$ cat src/sv/lsps_pkg.sv
// shared types, register indexes, mode codes and arithmetic constants
// for the line sensor steering block; no dependencies
package lsps_pkg;

  localparam int SENSOR_COUNT = 8;
  localparam int INTEGRAL_WIDTH_DEF = 24;

  // configuration port
  localparam int CFG_IDX_W = 3;
  localparam int CFG_DATA_W = 9;
  localparam logic [CFG_IDX_W-1:0] REG_INVERT = 3'd0;
  localparam logic [CFG_IDX_W-1:0] REG_GAIN_P = 3'd1;
  localparam logic [CFG_IDX_W-1:0] REG_GAIN_I = 3'd2;
  localparam logic [CFG_IDX_W-1:0] REG_GAIN_D = 3'd3;
  localparam logic [CFG_IDX_W-1:0] REG_BASE_R = 3'd4;
  localparam logic [CFG_IDX_W-1:0] REG_BASE_L = 3'd5;
  localparam logic [CFG_IDX_W-1:0] REG_PIVOT  = 3'd6;

  // drive modes
  localparam logic [1:0] MODE_FWD   = 2'd0;
  localparam logic [1:0] MODE_RIGHT = 2'd1;
  localparam logic [1:0] MODE_LEFT  = 2'd2;

  // sensor weights, sensor 0 first
  localparam logic signed [8:0] WEIGHT [SENSOR_COUNT] = '{
    -9'sd80, -9'sd50, -9'sd30, -9'sd10, 9'sd10, 9'sd30, 9'sd50, 9'sd80
  };

  // gains are held pre-scaled to 1/10000 units
  localparam int KP_W = 18;   // gain_p * 1000
  localparam int KD_W = 15;   // gain_d * 100
  localparam logic [KP_W-1:0] KP_SCALE = 18'd1000;
  localparam logic [KD_W-1:0] KD_SCALE = 15'd100;
  localparam logic [KP_W-1:0] KP_RESET = 18'd16000;
  localparam logic [KD_W-1:0] KD_RESET = 15'd1000;

  localparam int PTERM_W = 27;
  localparam int DTERM_W = 25;

  // correction magnitude: beyond this both wheels are pinned to the rails
  localparam int MAG_W = 23;
  localparam int MAG_LIMIT = 7680000;
  // exact divide by 10000 for any MAG_W bit value
  localparam int RECIP_SHIFT = 37;
  localparam int RECIP_W = 24;
  localparam logic [RECIP_W-1:0] RECIP_M = 24'd13743896;
  localparam int Q_W = 10;
  localparam int PROD_W = MAG_W + RECIP_W;

  typedef struct packed {
    logic                   invert;
    logic [KP_W-1:0]        kp;
    logic [7:0]             gain_i;
    logic [KD_W-1:0]        kd;
    logic [8:0]             base_r;
    logic [8:0]             base_l;
    logic [7:0]             pivot;
  } cfg_t;

  typedef struct packed {
    logic [1:0]             mode;
    logic                   sat;
    logic signed [8:0]      err;
    logic signed [9:0]      d;
    logic [7:0]             piv_r;
    logic [7:0]             piv_l;
  } trk_t;

  typedef struct packed {
    logic [1:0]             mode;
    logic                   sat;
    logic [7:0]             piv_r;
    logic [7:0]             piv_l;
    logic                   neg;
    logic [Q_W-1:0]         q;
  } corr_t;

endpackage

$ cat src/sv/line_sensor_pid_steering_top.sv
// a result beat passes the input, tracking, product, magnitude, divide and output registers
// throughput: one sample per cycle while the output is not stalled; every stage has its own
//   valid and a ready chained from all stages downstream, so bubbles fill while output stalls
// reset: synchronous active-low rst_n empties the pipeline, zeroes the
//   integral and previous error, and restores the default configuration
// depends on lsps_pkg, lsps_cfg, lsps_track, lsps_corr, lsps_drive
module line_sensor_pid_steering_top #(
  parameter int INTEGRAL_WIDTH = lsps_pkg::INTEGRAL_WIDTH_DEF
) (
  input  logic                             clk,
  input  logic                             rst_n,
  // sample channel
  input  logic                             in_tvalid,
  output logic                             in_tready,
  input  logic [7:0]                       in_tdata,   // [7:0] sensor_bits
  // result channel
  output logic                             out_tvalid,
  input  logic                             out_tready,
  output logic [23:0]                      out_tdata,  // [7:0] speed_right,
                                                       // [15:8] speed_left,
                                                       // [16] integral_saturated,
                                                       // [23:17] zero
  output logic [1:0]                       out_tuser,  // [1:0] drive_mode
  // configuration writes
  input  logic                             cfg_we,
  input  logic [lsps_pkg::CFG_IDX_W-1:0]   cfg_index,
  input  logic [lsps_pkg::CFG_DATA_W-1:0]  cfg_wdata
);

  lsps_pkg::cfg_t                   cfg;

  // tracking stage to correction pipe
  logic                             trk_valid, trk_ready;
  lsps_pkg::trk_t                   trk;
  logic signed [INTEGRAL_WIDTH-1:0] trk_acc;

  // correction pipe to output stage
  logic                             corr_valid, corr_ready;
  lsps_pkg::corr_t                  corr;

  logic [7:0]                       speed_r, speed_l;
  logic                             sat;

  // config registers, gains kept pre-scaled to 1/10000 units
  lsps_cfg u_cfg (
    .clk       (clk),
    .rst_n     (rst_n),
    .cfg_we    (cfg_we),
    .cfg_index (cfg_index),
    .cfg_wdata (cfg_wdata),
    .cfg       (cfg)
  );

  // input register, sensor decode, pivot test, integral and previous error
  lsps_track #(
    .INTEGRAL_WIDTH (INTEGRAL_WIDTH)
  ) u_track (
    .clk       (clk),
    .rst_n     (rst_n),
    .cfg       (cfg),
    .in_valid  (in_tvalid),
    .in_ready  (in_tready),
    .in_bits   (in_tdata),
    .trk_valid (trk_valid),
    .trk_ready (trk_ready),
    .trk       (trk),
    .trk_acc   (trk_acc)
  );

  // products, then clamped magnitude, then reciprocal divide
  lsps_corr #(
    .INTEGRAL_WIDTH (INTEGRAL_WIDTH)
  ) u_corr (
    .clk        (clk),
    .rst_n      (rst_n),
    .cfg        (cfg),
    .trk_valid  (trk_valid),
    .trk_ready  (trk_ready),
    .trk        (trk),
    .trk_acc    (trk_acc),
    .corr_valid (corr_valid),
    .corr_ready (corr_ready),
    .corr       (corr)
  );

  // wheel speeds and the output register
  lsps_drive u_drive (
    .clk         (clk),
    .rst_n       (rst_n),
    .cfg         (cfg),
    .corr_valid  (corr_valid),
    .corr_ready  (corr_ready),
    .corr        (corr),
    .out_valid   (out_tvalid),
    .out_ready   (out_tready),
    .out_mode    (out_tuser),
    .out_speed_r (speed_r),
    .out_speed_l (speed_l),
    .out_sat     (sat)
  );

  assign out_tdata = {7'd0, sat, speed_l, speed_r};

endmodule

$ cat src/sv/lsps_cfg.sv
// configuration register file with pre-scaled gains
// depends on lsps_pkg
module lsps_cfg (
  input  logic                             clk,
  input  logic                             rst_n,
  input  logic                             cfg_we,
  input  logic [lsps_pkg::CFG_IDX_W-1:0]   cfg_index,
  input  logic [lsps_pkg::CFG_DATA_W-1:0]  cfg_wdata,
  output lsps_pkg::cfg_t                   cfg
);

  lsps_pkg::cfg_t cfg_r;

  always_ff @(posedge clk) begin
    if (!rst_n) begin
      cfg_r.invert <= 1'b0;
      cfg_r.kp     <= lsps_pkg::KP_RESET;
      cfg_r.gain_i <= 8'd1;
      cfg_r.kd     <= lsps_pkg::KD_RESET;
      cfg_r.base_r <= 9'd180;
      cfg_r.base_l <= 9'd180;
      cfg_r.pivot  <= 8'd180;
    end else if (cfg_we) begin
      case (cfg_index)
        lsps_pkg::REG_INVERT: cfg_r.invert <= cfg_wdata[0];
        lsps_pkg::REG_GAIN_P: cfg_r.kp <= lsps_pkg::KP_W'(cfg_wdata[7:0]) * lsps_pkg::KP_SCALE;
        lsps_pkg::REG_GAIN_I: cfg_r.gain_i <= cfg_wdata[7:0];
        lsps_pkg::REG_GAIN_D: cfg_r.kd <= lsps_pkg::KD_W'(cfg_wdata[7:0]) * lsps_pkg::KD_SCALE;
        lsps_pkg::REG_BASE_R: cfg_r.base_r <= cfg_wdata[8:0];
        lsps_pkg::REG_BASE_L: cfg_r.base_l <= cfg_wdata[8:0];
        lsps_pkg::REG_PIVOT:  cfg_r.pivot <= cfg_wdata[7:0];
        default: ;
      endcase
    end
  end

  assign cfg = cfg_r;

endmodule

$ cat src/sv/lsps_track.sv
// input register, sensor decode, pivot decision and pid state update
// depends on lsps_pkg
module lsps_track #(
  parameter int INTEGRAL_WIDTH = lsps_pkg::INTEGRAL_WIDTH_DEF
) (
  input  logic                             clk,
  input  logic                             rst_n,
  input  lsps_pkg::cfg_t                   cfg,
  input  logic                             in_valid,
  output logic                             in_ready,
  input  logic [lsps_pkg::SENSOR_COUNT-1:0] in_bits,
  output logic                             trk_valid,
  input  logic                             trk_ready,
  output lsps_pkg::trk_t                   trk,
  output logic signed [INTEGRAL_WIDTH-1:0] trk_acc
);

  localparam logic signed [INTEGRAL_WIDTH-1:0] IMAX = {1'b0, {(INTEGRAL_WIDTH-1){1'b1}}};
  localparam logic signed [INTEGRAL_WIDTH-1:0] IMIN = {1'b1, {(INTEGRAL_WIDTH-1){1'b0}}};

  logic                              v0_r;
  logic [lsps_pkg::SENSOR_COUNT-1:0] bits0_r;
  logic                              v1_r;
  lsps_pkg::trk_t                    trk_r;
  logic signed [INTEGRAL_WIDTH-1:0]  acc1_r;
  logic signed [INTEGRAL_WIDTH-1:0]  integral_r;
  logic signed [8:0]                 prev_r;

  logic                              ready1;
  logic                              ld1;
  logic [lsps_pkg::SENSOR_COUNT-1:0] bits;
  logic [3:0]                        cnt;
  logic [4:0]                        sum;
  logic signed [8:0]                 err;
  logic [6:0]                        sum2, cnt5, cnt7, cnt11;
  logic                              go_right, go_left;
  logic signed [INTEGRAL_WIDTH:0]    acc_wide;
  logic                              ovf;
  logic signed [INTEGRAL_WIDTH-1:0]  acc_nxt;
  lsps_pkg::trk_t                    trk_nxt;

  assign ready1   = !v1_r || trk_ready;
  assign in_ready = !v0_r || ready1;
  assign ld1      = v0_r && ready1;

  // weighted error, active count and index sum
  always_comb begin
    bits = bits0_r ^ {lsps_pkg::SENSOR_COUNT{cfg.invert}};
    cnt = '0;
    sum = '0;
    err = '0;
    for (int i = 0; i < lsps_pkg::SENSOR_COUNT; i++) begin
      if (bits[i]) begin
        cnt = cnt + 4'd1;
        sum = sum + 5'(i);
        err = err + lsps_pkg::WEIGHT[i];
      end
    end
  end

  // centroid tests without division
  always_comb begin
    sum2  = {1'b0, sum, 1'b0};
    cnt5  = 7'(cnt) * 7'd5;
    cnt7  = 7'(cnt) * 7'd7;
    cnt11 = 7'(cnt) * 7'd11;
    go_right = ((cnt >= 4'd4) && (sum2 > cnt7)) || ((cnt >= 4'd3) && (sum2 >= cnt11));
    go_left  = !go_right &&
               (((cnt >= 4'd4) && (sum2 < cnt7)) || ((cnt >= 4'd3) && (sum2 <= cnt5)));
  end

  // saturating integral
  always_comb begin
    acc_wide = (INTEGRAL_WIDTH+1)'(integral_r) + (INTEGRAL_WIDTH+1)'(err);
    ovf      = acc_wide[INTEGRAL_WIDTH] != acc_wide[INTEGRAL_WIDTH-1];
    if (ovf) begin
      acc_nxt = acc_wide[INTEGRAL_WIDTH] ? IMIN : IMAX;
    end else begin
      acc_nxt = acc_wide[INTEGRAL_WIDTH-1:0];
    end
  end

  always_comb begin
    trk_nxt.err = err;
    trk_nxt.d   = 10'(err) - 10'(prev_r);
    if (go_right) begin
      trk_nxt.mode  = lsps_pkg::MODE_RIGHT;
      trk_nxt.sat   = 1'b0;
      trk_nxt.piv_r = {1'b0, cfg.pivot[7:1]};
      trk_nxt.piv_l = cfg.pivot;
    end else if (go_left) begin
      trk_nxt.mode  = lsps_pkg::MODE_LEFT;
      trk_nxt.sat   = 1'b0;
      trk_nxt.piv_r = cfg.pivot;
      trk_nxt.piv_l = {1'b0, cfg.pivot[7:1]};
    end else begin
      trk_nxt.mode  = lsps_pkg::MODE_FWD;
      trk_nxt.sat   = ovf;
      trk_nxt.piv_r = cfg.pivot;
      trk_nxt.piv_l = cfg.pivot;
    end
  end

  always_ff @(posedge clk) begin
    if (!rst_n) begin
      v0_r <= 1'b0;
    end else if (in_ready) begin
      v0_r <= in_valid;
    end
  end

  always_ff @(posedge clk) begin
    if (in_ready) begin
      bits0_r <= in_bits;
    end
  end

  always_ff @(posedge clk) begin
    if (!rst_n) begin
      v1_r <= 1'b0;
    end else if (ready1) begin
      v1_r <= v0_r;
    end
  end

  always_ff @(posedge clk) begin
    if (ld1) begin
      trk_r  <= trk_nxt;
      acc1_r <= acc_nxt;
    end
  end

  // pivot turns leave the pid state alone
  always_ff @(posedge clk) begin
    if (!rst_n) begin
      integral_r <= '0;
      prev_r     <= '0;
    end else if (ld1 && (trk_nxt.mode == lsps_pkg::MODE_FWD)) begin
      integral_r <= acc_nxt;
      prev_r     <= err;
    end
  end

  assign trk_valid = v1_r;
  assign trk       = trk_r;
  assign trk_acc   = acc1_r;

`ifndef SYNTHESIS
  a_state_hold: assert property (@(posedge clk) disable iff (!rst_n)
    !(ld1 && (trk_nxt.mode == lsps_pkg::MODE_FWD)) |=> ($stable(prev_r) && $stable(integral_r)))
    else $error("pid state moved without a forward beat");

  a_sat_rail: assert property (@(posedge clk) disable iff (!rst_n)
    (ld1 && trk_nxt.sat) |=> ((integral_r == IMAX) || (integral_r == IMIN)))
    else $error("saturation flagged but integral not at a rail");

  a_pivot_nosat: assert property (@(posedge clk) disable iff (!rst_n)
    (v1_r && (trk_r.mode != lsps_pkg::MODE_FWD)) |-> !trk_r.sat)
    else $error("pivot beat carries saturation flag");
`endif

endmodule

$ cat src/sv/lsps_corr.sv
// pid correction: gain products, magnitude clamp, reciprocal divide by 10000
// depends on lsps_pkg
module lsps_corr #(
  parameter int INTEGRAL_WIDTH = lsps_pkg::INTEGRAL_WIDTH_DEF
) (
  input  logic                             clk,
  input  logic                             rst_n,
  input  lsps_pkg::cfg_t                   cfg,
  input  logic                             trk_valid,
  output logic                             trk_ready,
  input  lsps_pkg::trk_t                   trk,
  input  logic signed [INTEGRAL_WIDTH-1:0] trk_acc,
  output logic                             corr_valid,
  input  logic                             corr_ready,
  output lsps_pkg::corr_t                  corr
);

  localparam int ITERM_W = INTEGRAL_WIDTH + 9;
  localparam int TOT_W = ((ITERM_W > lsps_pkg::PTERM_W) ? ITERM_W : lsps_pkg::PTERM_W) + 2;

  logic                                   v2_r, v3_r, v4_r;
  logic                                   ready2, ready3, ready4;
  lsps_pkg::trk_t                         trk2_r, trk3_r;
  logic signed [lsps_pkg::PTERM_W-1:0]    pt_r;
  logic signed [ITERM_W-1:0]              it_r;
  logic signed [lsps_pkg::DTERM_W-1:0]    dt_r;
  logic                                   neg3_r;
  logic [lsps_pkg::MAG_W-1:0]             mag3_r;
  lsps_pkg::corr_t                        corr4_r;

  logic signed [lsps_pkg::PTERM_W-1:0]    pt_nxt;
  logic signed [ITERM_W-1:0]              it_nxt;
  logic signed [lsps_pkg::DTERM_W-1:0]    dt_nxt;
  logic signed [TOT_W-1:0]                total;
  logic [TOT_W-1:0]                       mag_full;
  logic [lsps_pkg::MAG_W-1:0]             mag_nxt;
  logic [lsps_pkg::PROD_W-1:0]            prod;
  lsps_pkg::corr_t                        corr_nxt;

  assign ready4    = !v4_r || corr_ready;
  assign ready3    = !v3_r || ready4;
  assign ready2    = !v2_r || ready3;
  assign trk_ready = ready2;

  // one multiply per term
  always_comb begin
    pt_nxt = $signed({1'b0, cfg.kp}) * trk.err;
    it_nxt = $signed({1'b0, cfg.gain_i}) * trk_acc;
    dt_nxt = $signed({1'b0, cfg.kd}) * trk.d;
  end

  // sum, sign and magnitude; large magnitudes pin both wheels anyway
  always_comb begin
    total    = TOT_W'(pt_r) + TOT_W'(it_r) + TOT_W'(dt_r);
    mag_full = total[TOT_W-1] ? (~total + 1'b1) : total;
    if (mag_full >= TOT_W'(lsps_pkg::MAG_LIMIT)) begin
      mag_nxt = lsps_pkg::MAG_W'(lsps_pkg::MAG_LIMIT - 1);
    end else begin
      mag_nxt = mag_full[lsps_pkg::MAG_W-1:0];
    end
  end

  // truncating divide by 10000
  always_comb begin
    prod           = lsps_pkg::PROD_W'(mag3_r) * lsps_pkg::PROD_W'(lsps_pkg::RECIP_M);
    corr_nxt.mode  = trk3_r.mode;
    corr_nxt.sat   = trk3_r.sat;
    corr_nxt.piv_r = trk3_r.piv_r;
    corr_nxt.piv_l = trk3_r.piv_l;
    corr_nxt.neg   = neg3_r;
    corr_nxt.q     = prod[lsps_pkg::RECIP_SHIFT +: lsps_pkg::Q_W];
  end

  always_ff @(posedge clk) begin
    if (!rst_n) begin
      v2_r <= 1'b0;
      v3_r <= 1'b0;
      v4_r <= 1'b0;
    end else begin
      if (ready2) v2_r <= trk_valid;
      if (ready3) v3_r <= v2_r;
      if (ready4) v4_r <= v3_r;
    end
  end

  always_ff @(posedge clk) begin
    if (ready2 && trk_valid) begin
      trk2_r <= trk;
      pt_r   <= pt_nxt;
      it_r   <= it_nxt;
      dt_r   <= dt_nxt;
    end
    if (ready3 && v2_r) begin
      trk3_r <= trk2_r;
      neg3_r <= total[TOT_W-1];
      mag3_r <= mag_nxt;
    end
    if (ready4 && v3_r) begin
      corr4_r <= corr_nxt;
    end
  end

  assign corr_valid = v4_r;
  assign corr       = corr4_r;

endmodule

$ cat src/sv/lsps_drive.sv
// wheel speed selection and clamping into the output register
// depends on lsps_pkg
module lsps_drive (
  input  logic            clk,
  input  logic            rst_n,
  input  lsps_pkg::cfg_t  cfg,
  input  logic            corr_valid,
  output logic            corr_ready,
  input  lsps_pkg::corr_t corr,
  output logic            out_valid,
  input  logic            out_ready,
  output logic [1:0]      out_mode,
  output logic [7:0]      out_speed_r,
  output logic [7:0]      out_speed_l,
  output logic            out_sat
);

  logic              v_r;
  logic [1:0]        mode_r;
  logic [7:0]        sr_r, sl_r;
  logic              sat_r;

  logic signed [11:0] m;
  logic signed [11:0] a, b;
  logic [7:0]         sr_nxt, sl_nxt;

  assign corr_ready = !v_r || out_ready;

  always_comb begin
    m = corr.neg ? -12'(corr.q) : 12'(corr.q);
    a = $signed({3'b000, cfg.base_r}) - m;
    b = $signed({3'b000, cfg.base_l}) + m;
    if (corr.mode == lsps_pkg::MODE_FWD) begin
      sr_nxt = a[11] ? 8'd0 : ((a > 12'sd255) ? 8'd255 : a[7:0]);
      sl_nxt = b[11] ? 8'd0 : ((b > 12'sd255) ? 8'd255 : b[7:0]);
    end else begin
      sr_nxt = corr.piv_r;
      sl_nxt = corr.piv_l;
    end
  end

  always_ff @(posedge clk) begin
    if (!rst_n) begin
      v_r <= 1'b0;
    end else if (corr_ready) begin
      v_r <= corr_valid;
    end
  end

  always_ff @(posedge clk) begin
    if (corr_ready && corr_valid) begin
      mode_r <= corr.mode;
      sr_r   <= sr_nxt;
      sl_r   <= sl_nxt;
      sat_r  <= corr.sat;
    end
  end

  assign out_valid   = v_r;
  assign out_mode    = mode_r;
  assign out_speed_r = sr_r;
  assign out_speed_l = sl_r;
  assign out_sat     = sat_r;

endmodule
$ cat config.mk
export PLATFORM = sky130hd
export DESIGN_NAME = line_sensor_pid_steering_top
export DESIGN_NICKNAME = d
export VERILOG_FILES = /design/src/sv/lsps_pkg.sv /design/src/sv/line_sensor_pid_steering_top.sv /design/src/sv/lsps_cfg.sv /design/src/sv/lsps_track.sv /design/src/sv/lsps_corr.sv /design/src/sv/lsps_drive.sv
export SDC_FILE = /design/constraint.sdc
export NUM_CORES = 2
export LEC_CHECK = 0
export BUFFER_PORTS_ARGS = -buffer_cell sky130_fd_sc_hd__buf_2
export CORE_ASPECT_RATIO = 0.5
export CORE_MARGIN = 8
export CORE_UTILIZATION = 40
export CTS_CLUSTER_SIZE = 12
export DETAILED_ROUTE_END_ITERATION = 7
export HOLD_SLACK_MARGIN = 0.05
export PLACE_DENSITY_LB_ADDON = 0.15
export SYNTH_ARGS = -nofsm -noshare
export SYNTH_HDL_FRONTEND = slang
export SYNTH_HIERARCHICAL = 1
export SYNTH_SLANG_ARGS = --single-unit
$ cat constraint.sdc
create_clock -name clk -period 25.3 [get_ports clk]
set_input_delay 5.06 -clock clk [delete_from_list [all_inputs] [get_ports clk]]
set_output_delay 5.06 -clock clk [all_outputs]
set_load 0.05 [all_outputs]
==> metrics <==
Hold EP u_corr/trk2_r[4]; Cell Area, Synth 48380 sq um; Critical R2R Launch u_cfg/cfg[67]; wire per inst 17.68 microns; Starting Density 40.22%; worst-case clock buffer depth 3; crit-path leading delay family simple AND/OR/NAND/NOR gates; P&R area growth vs syn 6.344%; CTS Root Cell clkbuf_16; first-pass GRT wire length 191400 microns; CTS tree done; Final Critical Period 12.58 ns; Clock Pin Slew Worst Setup and Hold Paths 0.06 ns; TritonRoute pass-1 iters 5; HPWL Detailed 95280 microns; number of synthesized flops with an enable pin 264; Rows 90; share of cells above drive strength 1 3.937%; Rel. slew slack 13.62%; TritonCTS Sinks 365; vias in the first global route 35740; Slew @ Worst Pin 1.290 ns; Fin. Hold Viols 0; io pins 53; synthesized area per cell 9.689 sq um; postcts setup bufs 0; largest net degree at the start of global routing 79; Die Span Y 261.9 microns; post-synth cell types 105; CP Cell Sequence buf_2 > nand2b_1 > nor2b_1 > nand3_1 > nor2b_1 > nand2_1 > buf_2; Iter 0 DRT Violations 1921; gr ovfl total 0; yosys warns 6; Final Skew 0.03106 ns; FFs w/ async S/R, synth 0%; nets 6200; hold path startpoint u_track/trk[4]; sequential share of the synthesized area 20.57%; Crit path buffers/inverters 2; Slowest-stage cell, CP nor2b_1; Routed Antenna Nets 0; Vias 33680; vias per inst 5.112; final setup fails 0; flops & latches, synth 365; Die W 507.8 microns; RSZ-0062 raised after global routing false; initial antenna violation count 3; reg-to-reg critical path endpoint u_track/integral_r[21]; TritonCTS Buffers 40; critical path fanouts, max 9; Fillers 11680; Worst setup EP type primary output; worst-case reg-to-reg path depth 38; Ant. Diodes 0; Setup CP Type in -> out; commonest register cell after synthesis edfxtp_1; # hold bufs at CTS 0; Max Cap Violations 0; core area 120300 sq um; Worst Path Required 20.24 ns; GRT Util Overall 17.76%; critical path arrival 7.52 ns; Synth Instances 4993; Total Routed Length 116500 microns; class of the worst hold path reg -> reg; reg2reg setup slack 15.56 ns; Final Max Slew Viols 0; Fmax 79.48 MHz; post_cts resized 0; status complete, no violations; critical path's largest stage delay 0.56 ns; setup TNS 0 ns; Final period util 49.73%; worst hold path depth 0; latest clock arrival within the worst-skew pair 0.61 ns; die area 133000 sq um; CP startpoint kind primary input; H-tree Lvls 2; port bufs 45; RD Place Congestion 0.8630; residual DRC count 0
==> cells in the final DEF, fill, tap and decap left out, types with 14 or more instances in the layout <==
master	count
inv_1	862
fa_1	614
ha_1	610
nand2_1	493
and2_1	271
edfxtp_1	264
a21oi_1	192
nor2_1	162
xnor2_1	162
o21ai_0	128
dfxtp_1	101
xor2_1	87
a21o_1	79
nand3_1	67
nand2b_1	63
nor3_1	49
buf_2	44
nor2b_1	41
clkbuf_16	40
o211ai_1	37
a21boi_0	34
and3_1	33
o21a_1	32
a211oi_1	29
a31oi_1	28
buf_4	24
o31ai_1	21
o21bai_1	20
nand4_1	19
or3_1	18
mux2_2	18
o2bb2ai_1	17
nor4_1	16
mux2i_1	15
conb_1	14
==> cells by family after synthesis <==
logic type	Yosys count	synth area share [%]
multiplexers	33	0.7294
other	3	0.02328
AO/OA/AOI/OAI	755	10.49
XOR/XNOR	254	4.718
buffers and inverters	1027	8.235
adder cells (fa/ha/maj)	1225	41.21
flip-flops	365	20.57
AND/OR/NAND/NOR	1331	14.03
==> routing by layer <==
layer  vias to the layer above  global-route usage [%]  part of all wire (%)
li1                      16340                       -                     -
met1                     16640                   24.54                    48
met2                       581                   29.51                    45
met3                       121                   3.201                   5.1
met4                         4                   3.339                   1.7
met5                         -                       0                 0.019
==> area by class of cell <==
type                       count  area [sq um]  area share, %
tap                         1610          2014          3.916
timing repair buffer          68         400.4         0.7783
sequential                   365          9950          19.34
clock buffer                  53          1080          2.099
inverter                     864          3243          6.304
multi-input combinational   3612         34540          67.14
clock inverter                16         215.2         0.4183
==> cell usage after synthesis, types with 35 or more instances <==
cell | count | share of area (%)
a21boi_0 | 35 | 0.54
o211ai_1 | 37 | 0.57
nand3_1 | 67 | 0.69
ha_1 | 610 | 16
dfxtp_1 | 101 | 4.2
xor2_1 | 87 | 1.6
xnor2_1 | 162 | 2.9
a21o_1 | 79 | 1.2
clkbuf_1 | 116 | 0.90
nor2b_1 | 43 | 0.56
fa_1 | 614 | 25
nand2b_1 | 63 | 0.81
a21oi_1 | 192 | 2.0
inv_1 | 862 | 6.7
o21ai_0 | 128 | 1.3
and2_1 | 271 | 3.5
nor2_1 | 162 | 1.3
edfxtp_1 | 264 | 16
nor3_1 | 50 | 0.52
nand2_1 | 493 | 3.8
==> stage by stage <==
step                      cell area, sq um  util, %  hold WS (ns)  setup slack, ns  std cells
after floorplan                      48420        -        0.4003            13.97       5004
after global placement               50150    41.70        0.4011            12.81       6519
after detailed placement             50150    41.70        0.4045            12.68       6519
after CTS                            51440    42.78        0.3981            12.69       6588
after global routing                 51440    42.78        0.4140            12.46       6588
final                                51440    42.78        0.4016            12.72       6588
==> sequential cells by signal, indices dropped and copies added, names as in the netlist, 19 cells and up <==
register	flops
u_corr/mag3_r	23
u_corr/trk2_r	19
u_corr/it_r	33
u_track/integral_r	24
u_corr/pt_r	27
u_corr/corr_nxt	19
u_track/trk_acc	24
u_track/trk	36
u_corr/corr	30
u_corr/dt_r	25
u_cfg/cfg	63
==> how the worst max path moves through the flow <==
stage / endpoint / slack, ns / start / depth (start not counted)
finish: in_tready / 12.72 / out_tready / 7
global route: in_tready / 12.46 / out_tready / 7
CTS: in_tready / 12.69 / out_tready / 7
detailed placement: in_tready / 12.68 / out_tready / 7
global placement: in_tready / 12.81 / out_tready / 7
floorplan: in_tready / 13.97 / out_tready / 5
Power is left out: the tool's default activity adds up to more than one toggle a clock period on the data nets, which glitch-free logic cannot reach.
